===== src/rtl/core/mkv_pkg.sv =====
package mkv_pkg;

   localparam int MAX_CAP     = 2047;
   localparam int TABLE_DEPTH = MAX_CAP + 1;
   localparam int ADDR_W      = $clog2(TABLE_DEPTH);

   localparam int CAP_W    = 11;
   localparam int WEIGHT_W = 11;
   localparam int GAIN_W   = 16;
   localparam int COPIES_W = 10;
   localparam int VALUE_W  = 32;

   // one binary piece: count times weight and count times gain
   localparam int PWEIGHT_W = WEIGHT_W + COPIES_W;
   localparam int PGAIN_W   = GAIN_W + COPIES_W;
   localparam int POW_W     = COPIES_W + 1;

   typedef struct packed {
      logic                rd;
      logic                upd;
      logic [ADDR_W-1:0]   lo_addr;
      logic [ADDR_W-1:0]   hi_addr;
      logic [PGAIN_W-1:0]  gain;
      logic                clr;
      logic [ADDR_W-1:0]   clr_addr;
   } mkv_issue_type;

   typedef struct packed {
      logic                en;
      logic [ADDR_W-1:0]   addr;
      logic [VALUE_W-1:0]  data;
   } mkv_write_type;

endpackage


===== src/rtl/core/mkv_fold.sv =====
module mkv_fold (
   input  logic                          clock,
   input  logic                          reset,
   input  mkv_pkg::mkv_issue_type        issue,
   input  logic [mkv_pkg::VALUE_W-1:0]   lo_data,
   input  logic [mkv_pkg::VALUE_W-1:0]   hi_data,
   output mkv_pkg::mkv_write_type        wr,
   output logic [mkv_pkg::VALUE_W-1:0]   hi_value
);
   import mkv_pkg::*;

   logic                 b_valid_ff, b_valid_in;
   logic                 b_upd_ff, b_upd_in;
   logic [ADDR_W-1:0]    b_lo_ff, b_lo_in;
   logic [ADDR_W-1:0]    b_hi_ff, b_hi_in;
   logic [PGAIN_W-1:0]   b_gain_ff, b_gain_in;

   logic                 fwd_valid_ff, fwd_valid_in;
   logic [ADDR_W-1:0]    fwd_addr_ff, fwd_addr_in;
   logic [VALUE_W-1:0]   fwd_data_ff, fwd_data_in;

   logic [VALUE_W-1:0]   lo_val;
   logic [VALUE_W-1:0]   hi_val;
   logic [VALUE_W:0]     sum;
   logic [VALUE_W-1:0]   cand;
   logic                 improve;

   always_comb begin
      b_valid_in = issue.rd;
      b_upd_in   = issue.upd;
      b_lo_in    = issue.lo_addr;
      b_hi_in    = issue.hi_addr;
      b_gain_in  = issue.gain;
   end

   // a write in the read cycle is not seen by the memory output
   always_comb begin
      lo_val = (fwd_valid_ff && fwd_addr_ff == b_lo_ff) ? fwd_data_ff : lo_data;
      hi_val = (fwd_valid_ff && fwd_addr_ff == b_hi_ff) ? fwd_data_ff : hi_data;
      sum    = {1'b0, lo_val} + (VALUE_W + 1)'(b_gain_ff);
      cand   = sum[VALUE_W] ? '1 : sum[VALUE_W-1:0];
      improve = b_valid_ff && b_upd_ff && (cand > hi_val);
   end

   always_comb begin
      if (issue.clr) begin
         wr.en   = 1'b1;
         wr.addr = issue.clr_addr;
         wr.data = '0;
      end else begin
         wr.en   = improve;
         wr.addr = b_hi_ff;
         wr.data = cand;
      end
      fwd_valid_in = wr.en;
      fwd_addr_in  = wr.addr;
      fwd_data_in  = wr.data;
   end

   assign hi_value = hi_val;

   always_ff @(posedge clock) begin
      if (reset) begin
         b_valid_ff   <= 1'b0;
         b_upd_ff     <= 1'b0;
         fwd_valid_ff <= 1'b0;
      end else begin
         b_valid_ff   <= b_valid_in;
         b_upd_ff     <= b_upd_in;
         fwd_valid_ff <= fwd_valid_in;
      end
      b_lo_ff     <= b_lo_in;
      b_hi_ff     <= b_hi_in;
      b_gain_ff   <= b_gain_in;
      fwd_addr_ff <= fwd_addr_in;
      fwd_data_ff <= fwd_data_in;
   end

endmodule


===== config.mk =====
export PLATFORM = sky130hd
export DESIGN_NAME = mkv_fold
export DESIGN_NICKNAME = d
export VERILOG_FILES = /design/src/rtl/core/mkv_pkg.sv /design/src/rtl/core/mkv_fold.sv
export SDC_FILE = /design/constraint.sdc
export NUM_CORES = 1
export LEC_CHECK = 0
export BUFFER_PORTS_ARGS = -buffer_cell sky130_fd_sc_hd__buf_2
export CORE_MARGIN = 5
export CORE_UTILIZATION = 51
export DETAILED_ROUTE_END_ITERATION = 10
export GPL_TIMING_DRIVEN = 1
export HOLD_SLACK_MARGIN = 0.12
export PLACE_DENSITY = 0.81
export SLEW_MARGIN = 20
export SYNTH_ARGS = -nofsm -noshare
export SYNTH_HDL_FRONTEND = slang
export SYNTH_SLANG_ARGS = --single-unit

===== constraint.sdc =====
create_clock -name clock -period 6.85 [get_ports clock]
set_input_delay 1.37 -clock clock [delete_from_list [all_inputs] [get_ports clock]]
set_output_delay 1.37 -clock clock [all_outputs]
set_load 0.005 [all_outputs]

* Yosys cells after proc, flatten, opt, wreduce, memory -nomap -nowiden
Cells that the tools add are included.
** Cells by class
- Muxes and demuxes :: 4
- Magnitude comparators :: 1
- Equality and inequality tests :: 2
- Reduce and logical (&&, ||, !) cells :: 4
- Add/subtract/negate cells :: 1
** Operator list (number)
- two-way mux 32 bit :: 3
- two-way mux 44 bit :: 1
- adder 32 x 26 -> 33 bit :: 1
- > comparator 32 bit :: 1
- equality test 11 bit :: 2
- logical AND 1 bit :: 4
** Word-level totals
- Logic and storage cells :: 20
- Input bits :: 128
- Output and inout bits :: 76
- Register bits after elaboration :: 94

* Depth between registers and ports, before layout
- Depth after elaboration :: 8
- Depth in mapped cells :: 25
- Mapped depth without buffers :: 22

* Worst setup path after synthesis
No wires, ideal clock.
- Path kind :: register -> output
- From :: register fwd_addr_ff[7]
- To :: output port wr[43] (netlist bit)
- Arrival :: 4.877 ns
- Required time :: 5.480 ns
- Cell stages (with the launch flop) :: 25
- Path slack :: 0.603 ns
- Buffers on the path :: 5
- Cells stage by stage :: dfxtp_1 -> xnor2_1 -> nand4_1 -> nor3_2 -> buf_4 -> buf_2 -> buf_2 -> mux2_2 -> ha_1 -> a21oi_1 -> o21ai_1 -> a221oi_1 -> o211ai_2 -> nand3_2 -> buf_2 -> buf_2 -> nand2_1 -> ha_1 -> a21o_1 -> a21oi_1 -> o21ai_0 -> a31o_2 -> a21oi_1 -> nand4_1 -> a21o_1
** RTL lines
- start: declaration :: line mkv_fold.sv:19 : logic [ADDR_W-1:0] fwd_addr_ff, fwd_addr_in;
- start signal: assignment :: line mkv_fold.sv:75 : fwd_addr_ff <= fwd_addr_in;
- end: declaration :: line mkv_fold.sv:7 : output mkv_pkg::mkv_write_type wr,

==> flow_metrics.py <==
metrics = {
    "cells_and_area": {
        "filler_cell_count": 890,
        "area_growth_pct": 34.7,
        "layout.nets": 1080,
        "antenna_cells_inserted": 0,
        "post_route_cells_drive_above_1_share_pct": 40.1,
        "finalInstanceArea_mm2": 0.00804,
    },
    "die": {
        "die-width_um": 118,
        "initial_utilization_pct": 52.0,
        "fp.dieH_um": 118,
        "ios": 204,
        "placementRows": 39,
        "core_region_area_mm2": 0.0115,
        "floorplan.die_area_mm2": 0.0140,
    },
    "timing": {
        "finClkSkew_ns": 0.00965,
        "slew_headroom_pct": 44.3,
        "timing_hold_violations_final": 0,
        "tightestPinTransition_ns": 0.835,
        "min_period_over_period_pct": 97.0,
        "fin_setup_tns_ns": 0,
        "post-route-min-period_ns": 6.64,
        "achievable-frequency_ghz": 0.151,
        "finalMaxSlewViolations": 0,
        "report.final.setup_viol": 0,
    },
    "logic_synthesis": {
        "synth.yosys.warnings": 0,
        "flip_flop_and_latch_count_after_synthesis": 94,
        "share_of_the_yosys_chip_area_belonging_to_registers_pct": 31.5,
        "ys_dominant_reg_cell": "dfxtp_1",
        "synth-edff-count": 0,
        "synth.cell_area_mm2": 0.00597,
        "netlist_instances": 663,
        "synth_async_sr_flop_share_pct": 0,
        "post_synth.cell_area_avg_um2": 9.00,
        "synth_cell_type_count": 63,
        "synth_nets": 850,
    },
    "power": {
        "p_seq_share_pct": 38.1,
        "pwr_density_cell_mw_per_mm2": 203,
        "internal_portion_of_total_power_mw": 1.09,
        "switching_power_uw": 536,
        "power.leakage_nw": 3.73,
        "netSwitchingFraction_pct": 32.9,
        "power.ir.vdd_worst_uv": 214,
        "share_clk_of_total_power_pct": 30.2,
        "share_comb_of_total_power_pct": 31.7,
        "post-layout-total-power_mw": 1.63,
    },
    "clocking": {
        "cts_inserted_buffers": 9,
        "cts_tree": "yes",
        "worst_skew_late_latency_ns": 0.36,
        "cts_sinks": 94,
        "cts.hold.buffers_added": 0,
        "clk_root_buffer_cell": "clkbuf_16",
        "deepest_level_of_the_cts_h_tree": 3,
        "clock_path_buffers": 2,
        "clock_pin_slew_on_the_worst_setup_and_hold_paths_ns": 0.07,
    },
    "global_routing": {
        "groute.usage.overall_pct": 24.4,
        "vias_in_the_first_global_route": 5861,
        "overflow": 0,
        "grt_max_degree": 39,
        "grt_pass1_wl_um": 28200,
        "antenna_violations_before_repair": 0,
    },
    "critical_path": {
        "timing.reg2reg.worst_path_depth": 23,
        "r2r-start": "fwd_addr_ff[2]",
        "setup.reg_to_reg.worst_slack_ns": 1.91,
        "crit_arrival_ns": 5.27,
        "crit_path_max_fanout": 9,
        "critical_path.reg2reg.endpoint": "fwd_valid_ff",
        "kind_of_start_point_of_the_critical_path": "flip-flop",
        "crit_type": "reg -> out",
        "worst-endpoint-required_ns": 5.48,
        "setup.worst_path.end_class": "primary output",
        "crit_end": "wr[43]",
        "startpoint": "fwd_addr_ff[2]",
    },
    "drt": {
        "drc": 0,
        "number_of_optimization_iterations_in_the_first_detailed_route_pass": 5,
        "routed_via_density": 5.63,
        "drt_first_iter_violations": 335,
        "detail-route-antenna-nets": 0,
        "postRouteWirelength_um": 18300,
        "post_drt_wl_per_cell_um": 17.6,
        "num_vias": 5865,
    },
    "run_status": {
        "status": "complete, no violations",
    },
    "place": {
        "dpl_cell_area_mm2": 0.00721,
        "gp_routability_congestion": 0.943,
        "detailed_place_hpwl_um": 14000,
        "number_of_buffers_inserted_by_port_buffering": 203,
    },
    "job": {
        "max-cap-violations": 0,
    },
    "worst_hold_path": {
        "hold_class": "reg -> reg",
    },
}
[worst min path at each step]
stage,start,endpoint,slack [ns],cells past startpoint
after floorplan,b_hi_ff[0],fwd_addr_ff[0],0.51,1
after detailed placement,b_hi_ff[6],fwd_addr_ff[6],0.52,1
after global routing,b_hi_ff[0],fwd_addr_ff[0],0.57,1
after global placement,b_hi_ff[10],fwd_addr_ff[10],0.52,1
after CTS,b_hi_ff[6],fwd_addr_ff[6],0.54,1
final,b_hi_ff[6],fwd_addr_ff[6],0.53,1
[power by group through the flow]
stage                     Clock (mW)  Combinational (mW)  Sequential, mW
after floorplan                    0               0.301           0.622
after global placement             0               0.449           0.630
after detailed placement           0               0.453           0.631
after CTS                      0.503               0.466           0.619
after global routing           0.526               0.572           0.625
final                          0.493               0.517           0.621
[logic make-up (layout without fill, tap and decap cells)]
family	Yosys count	count (layout)	synth area share (%)
flops	94	94	31.5
mux	83	83	14.8
fa+ha+maj	59	59	12.5
xor+xnor	42	42	6.16
buf+inv	62	297	4.26
simple gates	179	179	15.2
compound gates	144	144	15.6
[cell usage in the layout (no fill, tap or decap), types with 3 or more instances in the layout]
| cell | synthesis | final |
|---|---|---|
| buf_2 | 8 | 203 |
| dfxtp_1 | 94 | 89 |
| a21oi_1 | 60 | 52 |
| nand2_1 | 55 | 52 |
| inv_1 | 45 | 45 |
| ha_1 | 58 | 44 |
| mux2i_1 | 42 | 42 |
| mux2_2 | 41 | 41 |
| nor2_1 | 39 | 35 |
| xnor2_1 | 34 | 32 |
| buf_4 | 1 | 27 |
| nand4_1 | 19 | 19 |
| o21ai_0 | 22 | 17 |
| nand3_1 | 14 | 14 |
| and2_1 | 12 | 12 |
| clkbuf_16 | 0 | 10 |
| and3_1 | 9 | 9 |
| xor2_1 | 8 | 8 |
| a21o_1 | 8 | 8 |
| a21oi_2 | 0 | 8 |
| ha_4 | 0 | 8 |
| o21bai_1 | 6 | 6 |
| nor2b_1 | 7 | 6 |
| o21a_1 | 6 | 6 |
| ha_2 | 0 | 6 |
| o21ai_1 | 1 | 5 |
| dfxtp_2 | 0 | 5 |
| nor2_2 | 0 | 4 |
| nand2_2 | 1 | 4 |
| nor3_1 | 5 | 4 |
| inv_6 | 0 | 4 |
| o211ai_1 | 3 | 3 |
| a21boi_0 | 3 | 3 |
| o31ai_1 | 5 | 3 |
| nand2b_1 | 3 | 3 |
| a211oi_1 | 3 | 3 |
[cell usage after synthesis (7+ instances only)]
cell,number,share of area [%]
mux2i_1,42,7.0
nor2b_1,7,0.73
nor2_1,39,2.5
ha_1,58,12
dfxtp_1,94,32
nand3_1,14,1.2
and2_1,12,1.3
mux2_2,41,7.7
buf_2,8,0.67
xor2_1,8,1.2
and3_1,9,0.94
nand2_1,55,3.5
xnor2_1,34,5.0
a21oi_1,60,5.0
nand4_1,19,2.0
a21o_1,8,1.0
o21ai_0,22,1.8
inv_1,45,2.8
[final cells by class]
class	instances	area [um2]	share of cell area [%]
flip-flops and latches	94	1890	23.5
clock buffers	10	229	2.85
multi-input cells	507	4160	51.8
inverters	45	169	2.10
repair buffers	236	1360	16.9
well taps	143	179	2.23
clock inverters	6	57.6	0.716
[flip-flops by register name, summed over array words and instances (netlist names)]
register,count
fwd_valid_ff,1
b_lo_ff,11
fwd_addr_ff,11
b_hi_ff,11
b_valid_ff,1
b_upd_ff,1
b_gain_ff,26
fwd_data_ff,32
[through the flow]
stage          cells  setup WS, ns  hold slack [ns]  utilization (%)
6_report        1041         0.207            0.529             70.1
4_1_cts         1026       0.00140            0.535             66.7
3_3_place_gp    1005         0.252            0.518             62.9
2_1_floorplan    663         0.603            0.511                -
5_1_grt         1041       -0.0651            0.570             70.1
3_5_place_dp    1005         0.115            0.518             62.9
[metal layers]
layer	track usage [%]	wire length (um)	up-vias
met3	7.78	1560	30
met4	8.24	371	0
li1	-	-	2842
met1	28.5	7260	2714
met2	42.4	9120	279
met5	0	0	-
[repair_timing]
action / 4_1_cts / 5_1_grt
gates cloned: 1 / 1
pin swaps: 10 / 26
setup buffers: 4 / 14
gates resized for setup: 13 / 56
setup endpoints to repair: 1 / 1
[worst max-delay path, stage by stage (launching register included)]
cell and delay [ns]:
dfxtp_2 0.34, xnor2_1 0.16, nand4_1 0.19, nor3_4 0.25, buf_12 0.15, buf_12 0.12
buf_4 0.12, mux2_2 0.32, ha_2 0.44, nand4_1 0.21, buf_4 0.20, o41ai_2 0.46
a21oi_1 0.16, xnor2_1 0.21, nand2_1 0.08, ha_1 0.32, a221oi_2 0.27, o21ai_1 0.11
a31o_2 0.26, a21oi_2 0.13, nand4_1 0.09, a21o_1 0.19, buf_2 0.13
Power figures use the tool's default switching activity.
