$ cat config.mk
export PLATFORM = sky130hd
export DESIGN_NAME = mkv_seq_flat
export DESIGN_NICKNAME = d
export VERILOG_FILES = /design/src/rtl/core/mkv_pkg.sv /design/src/rtl/core/mkv_ifs.sv /design/src/rtl/core/mkv_seq.sv /design/src/flat_wrapper.sv
export SDC_FILE = /design/constraint.sdc
export NUM_CORES = 1
export LEC_CHECK = 0
export BUFFER_PORTS_ARGS = -buffer_cell sky130_fd_sc_hd__buf_4
export CAP_MARGIN = 20
export CORE_UTILIZATION = 54
export CTS_CLUSTER_SIZE = 8
export DETAILED_ROUTE_END_ITERATION = 8
export GPL_TIMING_DRIVEN = 0
export PLACE_DENSITY = 0.74
export SYNTH_ARGS = -nofsm -noshare
export SYNTH_HDL_FRONTEND = slang
export SYNTH_SLANG_ARGS = --single-unit
$ cat constraint.sdc
create_clock -name clock -period 11.3 [get_ports clock]
set_clock_uncertainty 0.1 [all_clocks]
set_input_delay 0 -clock clock [delete_from_list [all_inputs] [get_ports clock]]
set_output_delay 0 -clock clock [all_outputs]
set_load 0.1 [all_outputs]
$ cat src/rtl/core/mkv_pkg.sv
package mkv_pkg;

   localparam int MAX_CAP     = 2047;
   localparam int TABLE_DEPTH = MAX_CAP + 1;
   localparam int ADDR_W      = $clog2(TABLE_DEPTH);

   localparam int CAP_W    = 11;
   localparam int WEIGHT_W = 11;
   localparam int GAIN_W   = 16;
   localparam int COPIES_W = 10;
   localparam int VALUE_W  = 32;

   // one binary piece: count times weight and count times gain
   localparam int PWEIGHT_W = WEIGHT_W + COPIES_W;
   localparam int PGAIN_W   = GAIN_W + COPIES_W;
   localparam int POW_W     = COPIES_W + 1;

   typedef struct packed {
      logic                rd;
      logic                upd;
      logic [ADDR_W-1:0]   lo_addr;
      logic [ADDR_W-1:0]   hi_addr;
      logic [PGAIN_W-1:0]  gain;
      logic                clr;
      logic [ADDR_W-1:0]   clr_addr;
   } mkv_issue_type;

   typedef struct packed {
      logic                en;
      logic [ADDR_W-1:0]   addr;
      logic [VALUE_W-1:0]  data;
   } mkv_write_type;

endpackage

$ cat src/rtl/core/mkv_ifs.sv
interface mkv_req_if;
   import mkv_pkg::*;
   logic                  valid;
   logic                  ready;
   logic [WEIGHT_W-1:0]   weight;
   logic [GAIN_W-1:0]     gain;
   logic [COPIES_W-1:0]   copies;
   logic                  last_item;

   modport source (output valid, weight, gain, copies, last_item, input ready);
   modport sink   (input valid, weight, gain, copies, last_item, output ready);
endinterface

interface mkv_rsp_if;
   import mkv_pkg::*;
   logic                  valid;
   logic                  ready;
   logic [VALUE_W-1:0]    best_value;

   modport source (output valid, best_value, input ready);
   modport sink   (input valid, best_value, output ready);
endinterface

interface mkv_csr_if;
   import mkv_pkg::*;
   logic                  valid;
   logic                  ready;
   logic [CAP_W-1:0]      capacity;

   modport source (output valid, capacity, input ready);
   modport sink   (input valid, capacity, output ready);
endinterface

$ cat src/rtl/core/mkv_seq.sv
module mkv_seq (
   input  logic                          clock,
   input  logic                          reset,
   mkv_req_if.sink                       req_bus,
   mkv_rsp_if.source                     rsp_bus,
   mkv_csr_if.sink                       csr_bus,
   input  logic [mkv_pkg::VALUE_W-1:0]   hi_value,
   output mkv_pkg::mkv_issue_type        issue
);
   import mkv_pkg::*;

   localparam logic [2:0] S_CLEAR    = 3'd0;
   localparam logic [2:0] S_IDLE     = 3'd1;
   localparam logic [2:0] S_PIECE    = 3'd2;
   localparam logic [2:0] S_SETUP    = 3'd3;
   localparam logic [2:0] S_SWEEP    = 3'd4;
   localparam logic [2:0] S_RES_RD   = 3'd5;
   localparam logic [2:0] S_RES_WAIT = 3'd6;

   logic [2:0]            state_ff, state_in;
   logic [CAP_W-1:0]      capacity_ff, capacity_in;
   logic [ADDR_W-1:0]     clr_cnt_ff, clr_cnt_in;

   logic [WEIGHT_W-1:0]   weight_ff, weight_in;
   logic [GAIN_W-1:0]     gain_ff, gain_in;
   logic                  last_ff, last_in;
   logic                  asc_ff, asc_in;
   logic [COPIES_W-1:0]   left_ff, left_in;
   logic [POW_W-1:0]      pow_ff, pow_in;

   logic [PWEIGHT_W-1:0]  pweight_ff, pweight_in;
   logic [PGAIN_W-1:0]    pgain_ff, pgain_in;
   logic [ADDR_W-1:0]     w_ff, w_in;
   logic [ADDR_W-1:0]     j_ff, j_in;

   logic                  rsp_valid_ff, rsp_valid_in;
   logic [VALUE_W-1:0]    rsp_data_ff, rsp_data_in;

   logic [ADDR_W-1:0]     limit;
   logic [COPIES_W-1:0]   cnt;
   logic                  sweep_end;
   logic                  out_free;

   assign limit = (32'(capacity_ff) > MAX_CAP) ? ADDR_W'(MAX_CAP) : ADDR_W'(capacity_ff);

   assign req_bus.ready      = (state_ff == S_IDLE);
   assign csr_bus.ready      = 1'b1;
   assign rsp_bus.valid      = rsp_valid_ff;
   assign rsp_bus.best_value = rsp_data_ff;

   assign out_free  = !rsp_valid_ff || rsp_bus.ready;
   assign sweep_end = asc_ff ? (j_ff == limit) : (j_ff == w_ff);

   always_comb begin
      state_in     = state_ff;
      capacity_in  = csr_bus.valid ? csr_bus.capacity : capacity_ff;
      clr_cnt_in   = clr_cnt_ff;
      weight_in    = weight_ff;
      gain_in      = gain_ff;
      last_in      = last_ff;
      asc_in       = asc_ff;
      left_in      = left_ff;
      pow_in       = pow_ff;
      pweight_in   = pweight_ff;
      pgain_in     = pgain_ff;
      w_in         = w_ff;
      j_in         = j_ff;
      rsp_valid_in = rsp_valid_ff && !rsp_bus.ready;
      rsp_data_in  = rsp_data_ff;
      cnt          = '0;

      issue          = '0;
      issue.lo_addr  = j_ff - w_ff;
      issue.hi_addr  = j_ff;
      issue.gain     = pgain_ff;
      issue.clr_addr = clr_cnt_ff;

      unique case (state_ff)
         S_CLEAR: begin
            issue.clr  = 1'b1;
            clr_cnt_in = clr_cnt_ff + 1'b1;
            if (clr_cnt_ff == ADDR_W'(TABLE_DEPTH - 1)) begin
               state_in = S_IDLE;
            end
         end
         S_IDLE: begin
            if (req_bus.valid) begin
               weight_in = req_bus.weight;
               gain_in   = req_bus.gain;
               last_in   = req_bus.last_item;
               asc_in    = (req_bus.copies == '0);
               // unlimited and single items fold as one piece of count one
               left_in   = (req_bus.copies == '0) ? COPIES_W'(1) : req_bus.copies;
               pow_in    = POW_W'(1);
               state_in  = S_PIECE;
            end
         end
         S_PIECE: begin
            if (pow_ff <= POW_W'(left_ff)) begin
               cnt      = pow_ff[COPIES_W-1:0];
               left_in  = left_ff - pow_ff[COPIES_W-1:0];
               pow_in   = {pow_ff[POW_W-2:0], 1'b0};
               state_in = S_SETUP;
            end else if (left_ff != '0) begin
               cnt      = left_ff;
               left_in  = '0;
               state_in = S_SETUP;
            end else begin
               state_in = last_ff ? S_RES_RD : S_IDLE;
            end
            pweight_in = PWEIGHT_W'(weight_ff * cnt);
            pgain_in   = PGAIN_W'(gain_ff * cnt);
         end
         S_SETUP: begin
            // zero weight or a piece heavier than the budget changes nothing
            if (pweight_ff == '0 || pweight_ff > PWEIGHT_W'(limit)) begin
               state_in = S_PIECE;
            end else begin
               w_in     = pweight_ff[ADDR_W-1:0];
               j_in     = asc_ff ? pweight_ff[ADDR_W-1:0] : limit;
               state_in = S_SWEEP;
            end
         end
         S_SWEEP: begin
            issue.rd  = 1'b1;
            issue.upd = 1'b1;
            if (sweep_end) begin
               state_in = S_PIECE;
            end else begin
               j_in = asc_ff ? j_ff + 1'b1 : j_ff - 1'b1;
            end
         end
         S_RES_RD: begin
            issue.lo_addr = limit;
            issue.hi_addr = limit;
            if (out_free) begin
               issue.rd = 1'b1;
               state_in = S_RES_WAIT;
            end
         end
         S_RES_WAIT: begin
            rsp_valid_in = 1'b1;
            rsp_data_in  = hi_value;
            clr_cnt_in   = '0;
            state_in     = S_CLEAR;
         end
         default: begin
            state_in = S_IDLE;
         end
      endcase
   end

   always_ff @(posedge clock) begin
      if (reset) begin
         state_ff     <= S_CLEAR;
         clr_cnt_ff   <= '0;
         capacity_ff  <= '0;
         rsp_valid_ff <= 1'b0;
      end else begin
         state_ff     <= state_in;
         clr_cnt_ff   <= clr_cnt_in;
         capacity_ff  <= capacity_in;
         rsp_valid_ff <= rsp_valid_in;
      end
      weight_ff   <= weight_in;
      gain_ff     <= gain_in;
      last_ff     <= last_in;
      asc_ff      <= asc_in;
      left_ff     <= left_in;
      pow_ff      <= pow_in;
      pweight_ff  <= pweight_in;
      pgain_ff    <= pgain_in;
      w_ff        <= w_in;
      j_ff        <= j_in;
      rsp_data_ff <= rsp_data_in;
   end

endmodule
$ cat src/flat_wrapper.sv
// flat-port wrapper written by rule: the top's interface ports become plain ports
module mkv_seq_flat import mkv_pkg::*;
  (clock, reset, hi_value, issue, req_bus_valid, req_bus_weight, req_bus_gain, req_bus_copies, req_bus_last_item, req_bus_ready, rsp_bus_valid, rsp_bus_best_value, rsp_bus_ready, csr_bus_valid, csr_bus_capacity, csr_bus_ready);
  mkv_req_if req_bus_i ();
  mkv_rsp_if rsp_bus_i ();
  mkv_csr_if csr_bus_i ();
  input  logic clock;
  input  logic reset;
  input  logic [mkv_pkg::VALUE_W-1:0] hi_value;
  output mkv_pkg::mkv_issue_type issue;
  input wire logic [$bits(req_bus_i.valid)-1:0] req_bus_valid;
  input wire logic [$bits(req_bus_i.weight)-1:0] req_bus_weight;
  input wire logic [$bits(req_bus_i.gain)-1:0] req_bus_gain;
  input wire logic [$bits(req_bus_i.copies)-1:0] req_bus_copies;
  input wire logic [$bits(req_bus_i.last_item)-1:0] req_bus_last_item;
  output wire logic [$bits(req_bus_i.ready)-1:0] req_bus_ready;
  output wire logic [$bits(rsp_bus_i.valid)-1:0] rsp_bus_valid;
  output wire logic [$bits(rsp_bus_i.best_value)-1:0] rsp_bus_best_value;
  input wire logic [$bits(rsp_bus_i.ready)-1:0] rsp_bus_ready;
  input wire logic [$bits(csr_bus_i.valid)-1:0] csr_bus_valid;
  input wire logic [$bits(csr_bus_i.capacity)-1:0] csr_bus_capacity;
  output wire logic [$bits(csr_bus_i.ready)-1:0] csr_bus_ready;
  assign req_bus_i.valid = req_bus_valid;
  assign req_bus_i.weight = req_bus_weight;
  assign req_bus_i.gain = req_bus_gain;
  assign req_bus_i.copies = req_bus_copies;
  assign req_bus_i.last_item = req_bus_last_item;
  assign req_bus_ready = req_bus_i.ready;
  assign rsp_bus_valid = rsp_bus_i.valid;
  assign rsp_bus_best_value = rsp_bus_i.best_value;
  assign rsp_bus_i.ready = rsp_bus_ready;
  assign csr_bus_i.valid = csr_bus_valid;
  assign csr_bus_i.capacity = csr_bus_capacity;
  assign csr_bus_ready = csr_bus_i.ready;
  mkv_seq u_core (.clock(clock), .reset(reset), .req_bus(req_bus_i), .rsp_bus(rsp_bus_i), .csr_bus(csr_bus_i), .hi_value(hi_value), .issue(issue));
endmodule
=== Word-level counts from Yosys, hierarchy flattened ===
Index checks and enable logic that the tools add are counted.
W data, S select, Z words.

* Memories: 0
* Input port bits: 86
* RAM bits: 0
* Latch bits: 0
* ROM bits: 0
* Register bits: 177

* Multiply operators: 2
* Divide/modulo/power cells: 0
* Equality and inequality tests: 17
* Bitwise operators: 1
* Reduce and logical (&&, ||, !) cells: 18
* $add $sub $neg: 5
* Mux-type cells: 33
* $lt $le $gt $ge: 2
* Shift-type cells: 0

{| class="wikitable"
|+ Operator list
! kind !! count
|-
| $mux W10 || 7
|-
| $mux W11 || 6
|-
| $pmux W11 S2 || 3
|-
| $mul A16 B10 Y26 || 1
|-
| $mux W3 || 8
|-
| $add A11 B1 Y11 const B || 2
|-
| $eq A11 B11 Y1 || 2
|-
| $mux W22 || 1
|-
| $gt A21 B11 Y1 || 1
|-
| $logic_not A21 Y1 || 1
|-
| $mul A11 B10 Y21 || 1
|-
| $pmux W3 S7 || 1
|-
| $pmux W10 S2 || 1
|-
| $eq A11 B11 Y1 const B || 1
|-
| $le A11 B10 Y1 || 1
|-
| $sub A11 B1 Y11 const B || 1
|-
| $sub A11 B11 Y11 || 1
|-
| $logic_not A10 Y1 || 1
|-
| $reduce_bool A10 Y1 || 1
|-
| $sub A10 B10 Y10 || 1
|-
| $eq A3 B3 Y1 const B || 3
|-
| $reduce_and A3 Y1 || 3
|-
| $ne A2 B1 Y1 const B || 4
|-
| $eq A3 B2 Y1 const B || 2
|-
| other kinds (13) || 24
|}

=== Logic depth before layout (Yosys ltp) ===
* Depth after elaboration: 5
* Mapped depth: 30
* Depth with buffers taken out: 27

=== Worst setup path before layout ===
No wires, ideal clock.

* Path type: reg-to-reg
* Start: register u_core.pow_ff[1]
* End: register u_core.pweight_ff[19], data pin
* Cell stages (with the launch flop): 30
* Arrival time: 6795 ps
* Slack: 4139 ps
* Path buffers: 2
* Period minus slack after synthesis: 7161 ps
* Required time: 10933 ps
* Cell sequence: edfxtp_1 -> inv_1 -> ha_1 -> nor2b_1 -> o21ai_0 -> a21oi_1 -> o31ai_2 -> a21oi_2 -> buf_8 -> mux2i_4 -> buf_2 -> nand2_1 -> fa_1 -> inv_1 -> fa_1 -> inv_1 -> fa_1 -> inv_1 -> fa_1 -> inv_1 -> fa_1 -> inv_1 -> ha_1 -> a21o_1 -> a221o_1 -> a31o_2 -> a31o_2 -> a41oi_2 -> mux2i_1 -> o211ai_1

* Longest elaborated chain between the ends: 4

{| class="wikitable"
|+ RTL lines
! item !! RTL line !! RTL
|-
| start, declared || mkv_seq.sv:29 || <nowiki>logic [POW_W-1:0] pow_ff, pow_in;</nowiki>
|-
| start signal, assigned || mkv_seq.sv:170 || <nowiki>pow_ff <= pow_in;</nowiki>
|-
| $le A11 B10 Y1 || mkv_seq.sv:99 || <nowiki>if (pow_ff <= POW_W'(left_ff)) begin</nowiki>
|-
| $mux W10 * || mkv_seq.sv:99 ||
|-
| $mux W10 * || mkv_seq.sv:78 || <nowiki>unique case (state_ff)</nowiki>
|-
| $mul A11 B10 Y21 * || mkv_seq.sv:111 || <nowiki>pweight_in = PWEIGHT_W'(weight_ff * cnt);</nowiki>
|-
| end signal, assigned || mkv_seq.sv:171 || <nowiki>pweight_ff <= pweight_in;</nowiki>
|-
| end, declared || mkv_seq.sv:31 || <nowiki>logic [PWEIGHT_W-1:0] pweight_ff, pweight_in;</nowiki>
|}

Mark *: on every way between the ends. The rest lies on a longest branch, timed or not. The select of a mux whose other input is x is not followed.
A chain may end at the register's enable or synchronous reset.

=== Worst setup path after layout ===
* Start: register u_core.pow_ff[2]
* End: register u_core.pweight_ff[19], data pin

The elaborated chain is that of the path after synthesis.

==> results_dict.tcl <==
set metrics [dict create \
    status "completed" \
    drive_gt1_frac 0.1288 \
    worstPathArrival_ns 8.18 \
    max_freq_mhz 124.1 \
    cp.required_ns 11.42 \
    grt_max_degree 40 \
    p_per_area_mw_per_mm2 69.06 \
    ant_nets 0 \
    slowest_delay_ns 0.53 \
    tns_ns 0 \
    relSlewSlack 0.3194 \
    antenna_found_initial 1 \
    port_buffers 181 \
    utilization 0.6578 \
    synthXorXnorAreaFrac 0.03601 \
    ir_worst_vdd_uv 96.13 \
    cp_max_fo 10 \
    yosysWarnings 0 \
    wl_per_cell_um 16.98 \
    setup_viol 0 \
    power.leakage_nw 9.736 \
    cpMaxStageDelayCell "fa_1" \
    drt_pass1_iterations 6 \
    synth_edf_count 151 \
    cts_tree "yes" \
    place.gp.congestion 0.8953 \
    dieArea_mm2 0.03270 \
    cts_num_sinks 177 \
    synth_top_family_by_area "adder cells" \
    initial_utilization 0.5487 \
    first_global_vias 13810 \
    final_nets 2449 \
    dieHeight_um 180.8 \
    syn_nets 2161 \
    insertion_delay_ns 0.47 \
    cts_buffers 17 \
    finalHoldViolCount 0 \
    fin_crit_ns 8.061 \
    synth-compound-area-share 0.08687 \
    synthSimpleGateAreaFrac 0.1538 \
    cts_buffer_depth 2 \
    cts-root-buf "clkbuf_16" \
    finalCritPeriodShare 0.7133 \
    wl_um 41250 \
    overflow 0 \
    hold_path_class "in -> reg" \
    rsz0062_at_grt "no" \
    synth_area_mm2 0.01727 \
    synthMuxAreaShare 0.02384 \
    ys_seq_area_frac 0.2927 \
    routed-via-count 13470 \
    clkTransAtPathRegs_ns 0.09 \
    synth.distinct_cells 66 \
    end_kind "flip-flop" \
    cpMostUsedCell "inv_1" \
    async_flop_share 0 \
    hold_ws_ns 0.1358 \
    rows 65 \
    drc_errors 0 \
    fp.coreArea_mm2 0.03147 \
    dp_hpwl_um 30830 \
    cts_max_level 4 \
    critical_path_class "reg -> reg" \
    maxCapViolCount 0 \
    viasPerCell 5.545 \
    cts.repair.resized 0 \
    drtIter0Drc 890 \
    nFillCells 2444 \
    die_w_um 180.8 \
    syn_to_final_growth_pct 19.88 \
    tightest_slew_ns 1.014 \
    start_kind "flip-flop" \
    pin_count 183 \
    grt.total_usage 0.2631 \
    yosys_register_bits 177 \
    synthCells 1725 \
    dominantRegCellSynth "edfxtp_1" \
    synth_fa_ha_area_frac 0.3331 \
    synth.avg_cell_area_um2 10.01 \
    finalMaxSlewViolations 0 \
    grt_first_pass_wirelength_um 68610 \
]
-- area by class of cell --
cell class              instances  area (um2)  share of cell area
diodes                          1       2.502           0.0001209
plain buffers                  64       285.3             0.01378
clock buffers                  18       450.4             0.02176
clock inverters                14       192.7            0.009307
inverters                     262       983.4             0.04750
multi-input cells            1222       10950              0.5287
flip-flops and latches        177        5055              0.2442
well taps                     402       503.0             0.02429
repair buffers                269        2285              0.1104
-- cell families (layout without fill, tap and decap cells) --
family | count (synthesis) | after routing
other cells | 1 | 2
fa+ha+maj | 350 | 350
compound gates | 233 | 233
xor+xnor | 71 | 71
mux | 32 | 32
flops | 177 | 177
simple gates | 535 | 535
buf+inv | 326 | 627
-- power breakdown --
group / switching (mW) / total [mW] / leakage (nW) / internal, mW
Clock: 0.323 / 0.640 / 0.308 / 0.317
Combinational: 0.0298 / 0.0776 / 7.88 / 0.0478
Sequential: 0.00698 / 0.712 / 1.55 / 0.705
-- worst max-delay path, delay by kind of cell (launching register included) --
kind / cells / cell delay (ns)
AO/OA/AOI/OAI: 10 / 2.19
adder cells (fa/ha/maj): 7 / 3.26
buffers and inverters: 8 / 0.99
flip-flops: 1 / 0.42
multiplexers: 2 / 0.72
AND/OR/NAND/NOR: 1 / 0.11
-- final timing paths --
| check | start | endpoint | slack (ns) | cells past startpoint |
|---|---|---|---|---|
| hold / removal | hi_value[18] | u_core.rsp_bus.best_value[18]$_DFFE_PP_ | 0.14 | 2 |
| setup / recovery | u_core.pow_ff[2]$_SDFFCE_PN0P_ | u_core.pweight_ff[19]$_DFFE_PP_ | 3.24 | 28 |
| setup reg to reg | u_core.pow_ff[2]$_SDFFCE_PN0P_ | u_core.pweight_ff[19]$_DFFE_PP_ | 3.24 | 28 |
| hold reg to reg | u_core.clr_cnt_ff[10]$_SDFFE_PP0P_ | u_core.clr_cnt_ff[10]$_SDFFE_PP0P_ | 0.42 | 2 |
-- synthesized netlist by cell type, types with 16 or more instances --
master    count  area [um2]
xnor2_1      45       394.1
buf_2        16       80.08
a21o_1       21       157.7
nor2b_1      16       100.1
clkbuf_1     20       75.07
edfxtp_1    151        4534
buf_1        23       86.33
dfxtp_1      26       520.5
inv_1       262       983.4
a21oi_1      66       330.3
nand2_1     196       735.7
fa_1        183        3664
o21ai_0      57       285.3
mux2i_1      22       220.2
xor2_1       26       227.7
and2_1      134       838.3
nor3_1       19       95.09
nand3_1      30       150.1
nor2_1       69       259.0
ha_1        167        2090
-- cells in the final DEF (no fill, tap or decap), types with 13 or more instances in the layout --
cell type / count
a21o_1: 21
a21oi_1: 66
and2_1: 134
buf_1: 23
buf_2: 16
buf_4: 182
clkbuf_1: 20
clkbuf_16: 18
dfxtp_1: 26
dlygate4sd3_1: 85
edfxtp_1: 151
fa_1: 183
ha_1: 167
inv_1: 261
mux2i_1: 22
nand2_1: 196
nand3_1: 30
nand4_1: 13
nor2_1: 69
nor2b_1: 16
nor3_1: 19
o21ai_0: 56
o31ai_1: 14
xnor2_1: 45
xor2_1: 26
-- through the flow --
| step | power [mW] | cells | worst slack (ns) | cell area [um2] |
|---|---|---|---|---|
| final | 1.430 | 2429 | 3.239 | 20700 |
| after global routing | 1.465 | 2429 | 2.922 | 20700 |
| after CTS | 1.429 | 2428 | 3.278 | 20700 |
| after detailed placement | 0.7775 | 2311 | 3.323 | 19210 |
| after global placement | 0.7760 | 2308 | 3.413 | 19130 |
| after floorplan | 0.7461 | 1725 | 4.139 | 17270 |
-- routing by layer --
| layer | up-vias | GRT usage | routed length, um |
|---|---|---|---|
| li1 | 6281 | - | - |
| met1 | 6684 | 0.3398 | 17540 |
| met2 | 428 | 0.4505 | 20500 |
| met3 | 77 | 0.04293 | 2203 |
| met4 | 0 | 0.08581 | 1011 |
| met5 | - | 0 | 0 |
-- sequential cells by signal (all words and copies together), names as in the netlist, 10 cells and up --
register / flops
u_core.capacity_ff: 11
u_core.left_ff: 10
u_core.gain_ff: 16
u_core.w_ff: 11
u_core.j_ff: 11
u_core.rsp_bus.best_value: 32
u_core.pweight_ff: 21
u_core.weight_ff: 11
u_core.pgain_ff: 26
u_core.clr_cnt_ff: 11
u_core.pow_ff: 11
-- repair_timing --
action,in CTS,in global routing
hold buffers,85,0
setup buffers,0,0
endpoints found under the hold margin,94,0
Power figures use the tool's default switching activity.
